## config.mk

```make
export PLATFORM = sky130hd
export DESIGN_NAME = terminal_escape_key_decoder_flat
export DESIGN_NICKNAME = d
export VERILOG_FILES = /design/src/tekd_pkg.sv /design/src/tekd_if.sv /design/src/tekd_csr.sv /design/src/tekd_rsp_queue.sv /design/src/tekd_core.sv /design/src/terminal_escape_key_decoder.sv /design/src/flat_wrapper.sv
export SDC_FILE = /design/constraint.sdc
export NUM_CORES = 1
export LEC_CHECK = 0
export BUFFER_PORTS_ARGS = -buffer_cell sky130_fd_sc_hd__buf_2
export CAP_MARGIN = 20
export CELL_PAD_IN_SITES_DETAIL_PLACEMENT = 0
export CELL_PAD_IN_SITES_GLOBAL_PLACEMENT = 1
export CORE_MARGIN = 2
export CORE_UTILIZATION = 47
export CTS_BUF_LIST = sky130_fd_sc_hd__clkbuf_4
export DETAILED_ROUTE_END_ITERATION = 8
export PLACE_DENSITY_LB_ADDON = 0.25
export RECOVER_POWER = 50
export SYNTH_ARGS = -nofsm -noshare
export SYNTH_HDL_FRONTEND = slang
export SYNTH_SLANG_ARGS = --single-unit
```

## constraint.sdc

```tcl
create_clock -name clock -period 8.45 [get_ports clock]
set_input_delay 0.845 -clock clock [delete_from_list [all_inputs] [get_ports clock]]
set_output_delay 0.845 -clock clock [all_outputs]
set_load 0.01 [all_outputs]
```

## src/tekd_pkg.sv

```systemverilog
`default_nettype none

package tekd_pkg;

   localparam int MaxSeqLen = 4;
   localparam int NumKeys = 9;
   localparam int KeyBytes = 4;
   localparam int CsrAddrW = 3;
   localparam int CsrDataW = 32;
   localparam logic [15:0] TimeoutReset = 16'd100;
   localparam logic [15:0] ElapsedMax = 16'hFFFF;

   localparam logic [7:0] EscByte = 8'h1B;
   localparam logic [7:0] AltOpenByte = 8'hC3;
   localparam logic [7:0] NullByte = 8'h00;

   // Register index, taken from paddr[2]
   localparam logic RegTimeout = 1'b0;

   typedef enum logic {
      OP_BYTE = 1'b0,
      OP_TICK = 1'b1
   } op_type;

   typedef enum logic [1:0] {
      KIND_NONE = 2'd0,
      KIND_BYTE = 2'd1,
      KIND_KEY  = 2'd2
   } kind_type;

   typedef struct packed {
      kind_type    kind;
      logic [7:0]  value;
   } rsp_word_type;

   typedef struct packed {
      logic [2:0]            len;
      logic [0:3][7:0]       bytes;
   } key_pattern_type;

   // Index in this table is the key code
   localparam key_pattern_type KeyPatterns [NumKeys] = '{
      '{len: 3'd3, bytes: {EscByte, 8'h5B, 8'h43, NullByte}},  // right
      '{len: 3'd3, bytes: {EscByte, 8'h5B, 8'h44, NullByte}},  // left
      '{len: 3'd3, bytes: {EscByte, 8'h5B, 8'h41, NullByte}},  // cancel (up)
      '{len: 3'd4, bytes: {EscByte, 8'h5B, 8'h31, 8'h7E}},     // home
      '{len: 3'd4, bytes: {EscByte, 8'h5B, 8'h32, 8'h7E}},     // insert
      '{len: 3'd4, bytes: {EscByte, 8'h5B, 8'h33, 8'h7E}},     // delete
      '{len: 3'd4, bytes: {EscByte, 8'h5B, 8'h34, 8'h7E}},     // end
      '{len: 3'd3, bytes: {EscByte, 8'h4F, 8'h44, NullByte}},  // ctrl-left
      '{len: 3'd3, bytes: {EscByte, 8'h4F, 8'h43, NullByte}}   // ctrl-right
   };

endpackage

`default_nettype wire

```

## src/tekd_if.sv

```systemverilog
`default_nettype none

interface tekd_req_if;
   logic       valid;
   logic       ready;
   logic       op;
   logic [7:0] rx_byte;

   modport source (output valid, output op, output rx_byte, input ready);
   modport sink (input valid, input op, input rx_byte, output ready);
endinterface

interface tekd_rsp_if;
   logic       valid;
   logic       ready;
   logic [1:0] kind;
   logic [7:0] value;

   modport source (output valid, output kind, output value, input ready);
   modport sink (input valid, input kind, input value, output ready);
endinterface

`default_nettype wire

```

## src/tekd_csr.sv

```systemverilog
`default_nettype none

module tekd_csr (
   input  wire logic                          clock,
   input  wire logic                          reset,
   input  wire logic                          psel,
   input  wire logic                          penable,
   input  wire logic                          pwrite,
   input  wire logic [tekd_pkg::CsrAddrW-1:0] paddr,
   input  wire logic [tekd_pkg::CsrDataW-1:0] pwdata,
   output logic      [tekd_pkg::CsrDataW-1:0] prdata,
   output logic                               pready,
   output logic      [15:0]                   timeout_ticks
);

   logic [15:0] timeout_ff;
   logic [15:0] timeout_in;
   logic        wr_hit;

   assign pready = 1'b1;
   assign wr_hit = psel && penable && pwrite && pready && (paddr[2] == tekd_pkg::RegTimeout);

   always_comb begin
      timeout_in = timeout_ff;
      if (wr_hit) begin
         timeout_in = pwdata[15:0];
      end
   end

   always_ff @(posedge clock) begin
      if (reset) begin
         timeout_ff <= tekd_pkg::TimeoutReset;
      end else begin
         timeout_ff <= timeout_in;
      end
   end

   always_comb begin
      prdata = '0;
      if (paddr[2] == tekd_pkg::RegTimeout) begin
         prdata = {{(tekd_pkg::CsrDataW-16){1'b0}}, timeout_ff};
      end
   end

   assign timeout_ticks = timeout_ff;

endmodule

`default_nettype wire

```

## src/tekd_rsp_queue.sv

```systemverilog
`default_nettype none

module tekd_rsp_queue (
   input  wire logic                   clock,
   input  wire logic                   reset,
   input  wire logic                   push,
   input  wire tekd_pkg::rsp_word_type push_word,
   output logic                        full,
   output logic                        out_valid,
   input  wire logic                   out_ready,
   output tekd_pkg::rsp_word_type      out_word
);

   logic [1:0]             count_ff;
   logic [1:0]             count_in;
   tekd_pkg::rsp_word_type slot0_ff;
   tekd_pkg::rsp_word_type slot0_in;
   tekd_pkg::rsp_word_type slot1_ff;
   tekd_pkg::rsp_word_type slot1_in;
   logic                   pop;
   logic [1:0]             wr_idx;

   assign out_valid = (count_ff != 2'd0);
   assign full = (count_ff == 2'd2);
   assign out_word = slot0_ff;
   assign pop = out_valid && out_ready;
   assign wr_idx = count_ff - {1'b0, pop};

   always_comb begin
      slot0_in = slot0_ff;
      slot1_in = slot1_ff;
      // advance the head
      if (pop) begin
         slot0_in = slot1_ff;
      end
      if (push) begin
         if (wr_idx == 2'd0) begin
            slot0_in = push_word;
         end else begin
            slot1_in = push_word;
         end
      end
      count_in = count_ff + {1'b0, push} - {1'b0, pop};
   end

   always_ff @(posedge clock) begin
      if (reset) begin
         count_ff <= 2'd0;
      end else begin
         count_ff <= count_in;
      end
   end

   always_ff @(posedge clock) begin
      slot0_ff <= slot0_in;
      slot1_ff <= slot1_in;
   end

endmodule

`default_nettype wire

```

## src/tekd_core.sv

```systemverilog
`default_nettype none

module tekd_core #(
   parameter int MAX_SEQ_LEN = tekd_pkg::MaxSeqLen
) (
   input  wire logic                   clock,
   input  wire logic                   reset,
   input  wire logic [15:0]            timeout_ticks,
   input  wire logic                   in_valid,
   output logic                        in_ready,
   input  wire logic                   in_op,
   input  wire logic [7:0]             in_byte,
   input  wire logic                   queue_full,
   output logic                        push,
   output tekd_pkg::rsp_word_type      push_word
);

   localparam int CntW = $clog2(MAX_SEQ_LEN + 1);
   localparam int IdxW = $clog2(MAX_SEQ_LEN);

   logic                in_escape_ff;
   logic                in_escape_in;
   logic [CntW-1:0]     seq_count_ff;
   logic [CntW-1:0]     seq_count_in;
   logic [15:0]         esc_elapsed_ff;
   logic [15:0]         esc_elapsed_in;
   logic [7:0]          seq_bytes_ff [MAX_SEQ_LEN];
   logic                wr_en;
   logic [IdxW-1:0]     wr_idx;

   logic                accept;
   logic [0:3][7:0]     view;
   logic [CntW-1:0]     count_next;
   logic                hit;
   logic [7:0]          hit_code;
   logic                pat_ok;

   assign in_ready = !queue_full;
   assign accept = in_valid && in_ready;
   assign push = accept;
   assign wr_idx = seq_count_ff[IdxW-1:0];
   assign count_next = seq_count_ff + CntW'(1);

   // collected bytes as they stand once the offered byte is appended
   always_comb begin
      for (int j = 0; j < tekd_pkg::KeyBytes; j++) begin
         view[j] = (seq_count_ff == CntW'(j)) ? in_byte : seq_bytes_ff[IdxW'(j)];
      end
   end

   // lowest matching key code wins
   always_comb begin
      hit = 1'b0;
      hit_code = '0;
      for (int k = tekd_pkg::NumKeys - 1; k >= 0; k--) begin
         pat_ok = (CntW'(tekd_pkg::KeyPatterns[k].len) == count_next);
         for (int j = 0; j < tekd_pkg::KeyBytes; j++) begin
            if ((j < int'(tekd_pkg::KeyPatterns[k].len)) &&
                (view[j] != tekd_pkg::KeyPatterns[k].bytes[j])) begin
               pat_ok = 1'b0;
            end
         end
         if (pat_ok) begin
            hit = 1'b1;
            hit_code = 8'(k);
         end
      end
   end

   always_comb begin
      in_escape_in = in_escape_ff;
      seq_count_in = seq_count_ff;
      esc_elapsed_in = esc_elapsed_ff;
      wr_en = 1'b0;
      push_word.kind = tekd_pkg::KIND_NONE;
      push_word.value = '0;
      if (accept) begin
         if (in_op == tekd_pkg::OP_TICK) begin
            if (in_escape_ff && (esc_elapsed_ff != tekd_pkg::ElapsedMax)) begin
               esc_elapsed_in = esc_elapsed_ff + 16'd1;
            end
         end else if (in_escape_ff) begin
            if ((esc_elapsed_ff >= timeout_ticks) ||
                (seq_count_ff >= CntW'(MAX_SEQ_LEN))) begin
               // abandon: emit the opening byte, drop this one
               push_word.kind = tekd_pkg::KIND_BYTE;
               push_word.value = seq_bytes_ff[0];
               in_escape_in = 1'b0;
               seq_count_in = '0;
               esc_elapsed_in = '0;
            end else if (in_byte != tekd_pkg::NullByte) begin
               wr_en = 1'b1;
               seq_count_in = count_next;
               if (hit) begin
                  push_word.kind = tekd_pkg::KIND_KEY;
                  push_word.value = hit_code;
                  in_escape_in = 1'b0;
                  seq_count_in = '0;
                  esc_elapsed_in = '0;
               end
            end
         end else if ((in_byte == tekd_pkg::EscByte) ||
                      (in_byte == tekd_pkg::AltOpenByte)) begin
            // count is zero while closed, so this lands in entry 0
            wr_en = 1'b1;
            in_escape_in = 1'b1;
            seq_count_in = CntW'(1);
            esc_elapsed_in = '0;
         end else if (in_byte != tekd_pkg::NullByte) begin
            push_word.kind = tekd_pkg::KIND_BYTE;
            push_word.value = in_byte;
         end
      end
   end

   always_ff @(posedge clock) begin
      if (reset) begin
         in_escape_ff <= 1'b0;
         seq_count_ff <= '0;
         esc_elapsed_ff <= '0;
      end else begin
         in_escape_ff <= in_escape_in;
         seq_count_ff <= seq_count_in;
         esc_elapsed_ff <= esc_elapsed_in;
      end
   end

   always_ff @(posedge clock) begin
      if (wr_en) begin
         seq_bytes_ff[wr_idx] <= in_byte;
      end
   end

endmodule

`default_nettype wire

```

## src/terminal_escape_key_decoder.sv

```systemverilog
`default_nettype none

// Terminal escape key decoder. Each word on req carries either a received byte
// (op 0) or a timer tick (op 1), and every accepted word yields exactly one word
// on rsp: kind 0 for nothing, kind 1 for a plain byte, kind 2 for a key code
// (0 right, 1 left, 2 cancel, 3 home, 4 insert, 5 delete, 6 end, 7 ctrl-left,
// 8 ctrl-right). ESC or 0xC3 opens a sequence of up to MAX_SEQ_LEN bytes that
// is compared against all keys in parallel; on timeout or a full buffer the
// opening byte comes out raw and the offered byte is dropped. One word is
// accepted per clock while the result queue is not full: the decode is
// combinational on the sequence state, and a two-word result queue keeps req
// ready while one result waits on rsp. The timeout register (ticks, reset 100)
// sits at APB address 0 and the user must see it written only while idle.

module terminal_escape_key_decoder #(
   parameter int MAX_SEQ_LEN = tekd_pkg::MaxSeqLen
) (
   input  wire logic                          clock,
   input  wire logic                          reset,
   tekd_req_if.sink                           req,
   tekd_rsp_if.source                         rsp,
   input  wire logic                          psel,
   input  wire logic                          penable,
   input  wire logic                          pwrite,
   input  wire logic [tekd_pkg::CsrAddrW-1:0] paddr,
   input  wire logic [tekd_pkg::CsrDataW-1:0] pwdata,
   output logic      [tekd_pkg::CsrDataW-1:0] prdata,
   output logic                               pready
);

   logic [15:0]            timeout_ticks;
   logic                   queue_full;
   logic                   push;
   tekd_pkg::rsp_word_type push_word;
   tekd_pkg::rsp_word_type head_word;

   tekd_csr u_csr (
      .clock         (clock),
      .reset         (reset),
      .psel          (psel),
      .penable       (penable),
      .pwrite        (pwrite),
      .paddr         (paddr),
      .pwdata        (pwdata),
      .prdata        (prdata),
      .pready        (pready),
      .timeout_ticks (timeout_ticks)
   );

   tekd_core #(
      .MAX_SEQ_LEN (MAX_SEQ_LEN)
   ) u_core (
      .clock         (clock),
      .reset         (reset),
      .timeout_ticks (timeout_ticks),
      .in_valid      (req.valid),
      .in_ready      (req.ready),
      .in_op         (req.op),
      .in_byte       (req.rx_byte),
      .queue_full    (queue_full),
      .push          (push),
      .push_word     (push_word)
   );

   tekd_rsp_queue u_rsp_queue (
      .clock     (clock),
      .reset     (reset),
      .push      (push),
      .push_word (push_word),
      .full      (queue_full),
      .out_valid (rsp.valid),
      .out_ready (rsp.ready),
      .out_word  (head_word)
   );

   assign rsp.kind = head_word.kind;
   assign rsp.value = head_word.value;

endmodule

`default_nettype wire

```

## src/flat_wrapper.sv

```systemverilog
// flat-port wrapper written by rule: the top's interface ports become plain ports
module terminal_escape_key_decoder_flat 
#(
   parameter int MAX_SEQ_LEN = tekd_pkg::MaxSeqLen
)
  (clock, reset, psel, penable, pwrite, paddr, pwdata, prdata, pready, req_valid, req_op, req_rx_byte, req_ready, rsp_valid, rsp_kind, rsp_value, rsp_ready);
  tekd_req_if req_i ();
  tekd_rsp_if rsp_i ();
  input  wire logic clock;
  input  wire logic reset;
  input  wire logic psel;
  input  wire logic penable;
  input  wire logic pwrite;
  input  wire logic [tekd_pkg::CsrAddrW-1:0] paddr;
  input  wire logic [tekd_pkg::CsrDataW-1:0] pwdata;
  output logic      [tekd_pkg::CsrDataW-1:0] prdata;
  output logic pready;
  input wire logic [$bits(req_i.valid)-1:0] req_valid;
  input wire logic [$bits(req_i.op)-1:0] req_op;
  input wire logic [$bits(req_i.rx_byte)-1:0] req_rx_byte;
  output wire logic [$bits(req_i.ready)-1:0] req_ready;
  output wire logic [$bits(rsp_i.valid)-1:0] rsp_valid;
  output wire logic [$bits(rsp_i.kind)-1:0] rsp_kind;
  output wire logic [$bits(rsp_i.value)-1:0] rsp_value;
  input wire logic [$bits(rsp_i.ready)-1:0] rsp_ready;
  assign req_i.valid = req_valid;
  assign req_i.op = req_op;
  assign req_i.rx_byte = req_rx_byte;
  assign req_ready = req_i.ready;
  assign rsp_valid = rsp_i.valid;
  assign rsp_kind = rsp_i.kind;
  assign rsp_value = rsp_i.value;
  assign rsp_i.ready = rsp_ready;
  terminal_escape_key_decoder #(.MAX_SEQ_LEN(MAX_SEQ_LEN)) u_core (.clock(clock), .reset(reset), .req(req_i), .rsp(rsp_i), .psel(psel), .penable(penable), .pwrite(pwrite), .paddr(paddr), .pwdata(pwdata), .prdata(prdata), .pready(pready));
endmodule
```

==> impl_metrics.toml <==
[drt]
detail_route.wl_per_cell_um = 15.09
vias_per_cell = 5.478
ant_nets = 0
drt_iter0_drc = 157
first_pass_iters = 4
vias = 3873
routed_wl_um = 10670
drc = 0

[floorplanning]
die_h_um = 106.4
initial_core_util = 0.4812
pin_count = 96
num_rows = 37
fp.coreArea_um2 = 10230
die-width_um = 106.4
dieArea_um2 = 11310

[clock_network]
cts_tree = "built"
cts_resized = 0
htreeDepth = 3
cts_setup_buffers = 0
clkSlewWorstSetupHoldPaths_ns = 0.15
cts_sinks = 90
clockBufferDepth = 2
cts_buffers = 9
clock_latency_ns = 0.46
ctsHoldBuffers = 0
root_buffer = "clkbuf_4"

[worst_setup_path]
startpoint = "req_rx_byte[3]"
worstPathMaxFanout = 12
r2r-start = "u_core.u_core.seq_count_ff[1]"
crit_type = "in -> reg"
cp-start-kind = "primary input"
cp.required_ns = 8.85
worst_setup_path_end_kind = "flop"
reg2reg_depth = 10
cp.arrival_ns = 4.01

[placed_design]
port-buffer-count = 60
routabilityCongestion = 0.9163
dp_hpwl_um = 7672

[timing]
setup_viol = 0
fin_setup_tns_ns = 0
hold_viol = 0
layout_worst_path_cycle_share = 0.4279
rsz0062_at_grt = "no"
max_freq_ghz = 0.2766
drv_slew = 0
slew_headroom = 0.2979
hold-worst-slack_ns = 0.4665
min_period_ns = 3.615
fin_skew_ns = 0.02302
tightestPinTransition_ns = 1.039

[grt]
antenna_found_initial = 0
grt_pass1_vias = 3669
grt_remaining_overflow = 0
grt_max_degree = 32
track_usage = 0.1963
grt_pass1_wl_um = 17550

[layout]
fillCellCount = 1012
drive_gt1_frac = 0.1068
seqCellArea_um2 = 2222
multi_input_area_um2 = 2406
finalNetCount = 643
syn_to_final_growth_pct = 8.437
antennaDiodeCount = 0

[outcome]
outcome = "finished clean"

[synth]
synth_edf_count = 42
synth-seq-area-share = 0.4513
yosysUniqueCellTypes = 67
ys_seq_elements = 90
postSynthAreaPerCell_um2 = 9.505
netlist_area_um2 = 4923
async_flop_share = 0
ys.flop_type = "dfxtp_1"
yosys_warnings = 0
synth_cells = 518

[power]
p_leak_nw = 2.039
vdd_drop_max_mv = 0.08895
internal-power_w = 0.0006539
p_sw_w = 0.0002658
p_clk_frac = 0.275
power.density_nw_per_um2 = 172.3
seq_power_share = 0.550
p_comb_frac = 0.175
swShare = 0.2890

[run]
cap_violations = 0

[worst_hold_path]
whs_path_depth = 2
holdCritPathClass = "reg -> reg"
hold_start = "u_core.u_csr.timeout_ticks[11]"
-- logic make-up (layout without fill, tap and decap cells) --
family                   Yosys count  after routing  synth area share
AND/OR/NAND/NOR                  195            195            0.2163
adder cells (fa/ha/maj)           26             26           0.06607
XOR/XNOR                           2              2          0.003558
multiplexers                      15             15           0.03075
flip-flops                        90             90            0.4513
other                              2             17          0.001525
buffers and inverters             71            109           0.07141
AO/OA/AOI/OAI                    117            117            0.1591
-- flip-flops by register name, indices dropped and copies added, names as in the netlist --
register,count
u_core.u_core.esc_elapsed_ff,16
u_core.u_core.in_escape_ff,1
u_core.u_core.seq_bytes_ff,32
u_core.u_core.seq_count_ff,3
u_core.u_csr.timeout_ticks,16
u_core.u_rsp_queue.count_ff,2
u_core.u_rsp_queue.out_word,10
u_core.u_rsp_queue.slot1_ff,10
-- Yosys cell counts, types with 3 or more instances --
master    number  area share
a211o_1        3      0.0053
a211oi_1       6      0.0091
a21oi_1       38       0.039
a21oi_2        3      0.0053
a22o_1         6       0.011
a31oi_1        3      0.0038
and2_1         7      0.0089
and3_1         7      0.0089
and4b_1        4      0.0081
buf_4         18       0.027
clkbuf_1      18       0.014
dfxtp_1       48        0.20
edfxtp_1      42        0.26
ha_1          26       0.066
inv_1         31       0.024
mux2i_1       14       0.028
nand2_1       50       0.038
nand2b_1      12       0.015
nand3_1       13       0.013
nand4_1       13       0.017
nand4b_1       3      0.0053
nor2_1        35       0.027
nor2b_1       10       0.013
nor3_1         8      0.0081
nor4_1         3      0.0038
o21a_1         6      0.0091
o21ai_0       22       0.022
o21bai_1       3      0.0046
o31ai_1        4      0.0061
or3_1         12       0.015
or4_4          3      0.0069
-- per-stage QoR --
stage	power [W]	util	setup slack (ns)	cells	cell area, um^2
finish	0.0009196	0.5218	4.835	707	5339
CTS	0.0009388	0.5256	4.839	707	5378
detailed placement	0.0006868	0.5112	4.589	691	5230
global route	0.0009697	0.5218	4.438	707	5339
floorplan	0.0006327	-	5.344	533	4980
global placement	0.0006823	0.5105	4.283	690	5223
-- cells in the final DEF (no fill, tap or decap), types with 6 or more instances in the layout --
cell and n:
mux2i_1 14, nor2_1 35, a22o_1 6, nand2_1 50, clkbuf_4 10, edfxtp_1 42
o21a_1 6, conb_1 17, ha_1 26, dfxtp_1 48, nand4_1 13, o21ai_0 22
buf_2 29, clkbuf_1 31, a211oi_1 6, nor2b_1 10, and3_1 7, nor3_1 8
a21oi_1 38, or3_1 12, and2_1 7, nand2b_1 12, inv_1 31, nand3_1 13
-- worst paths after layout --
check | end | slack, ns
max | u_core.u_core.esc_elapsed_ff[12] | 4.83
min | u_core.u_csr.timeout_ticks[11] | 0.47
max reg2reg | u_core.u_core.esc_elapsed_ff[9] | 4.87
min reg2reg | u_core.u_csr.timeout_ticks[11] | 0.47
-- final cells by class --
cell class	instances	area share
clock buffers	10	0.01406
clock inverters	6	0.01359
inverters	31	0.02180
multi-input cells	372	0.4507
flip-flops and latches	90	0.4162
well taps	136	0.03187
repair buffers	62	0.05179
-- worst max-delay path, stage by stage --
cell and delay [ns]:
clkbuf_1 0.46, nand4bb_1 0.25, a2111oi_0 0.50, o21bai_1 0.16, a41oi_1 0.81, and2_1 0.23, inv_1 0.11, or4_4 0.50
a21oi_2 0.14
-- power by group through the flow --
stage | Sequential [W] | Combinational (W) | Clock [W]
after floorplan | 0.000527 | 0.000106 | 0
after global placement | 0.000515 | 0.000168 | 0
after detailed placement | 0.000516 | 0.000171 | 0
after CTS | 0.000506 | 0.000171 | 0.000261
after global routing | 0.000511 | 0.000182 | 0.000277
final | 0.000506 | 0.000161 | 0.000253
-- metal layers --
metal	vias to the layer above	GRT usage	routed length (um)
met5	-	0	0
li1	1944	-	-
met1	1847	0.2404	4664
met3	12	0.04782	461
met2	70	0.3384	5391
met4	0	0.06391	151
Note: power is estimated with default switching activity, not from simulation.
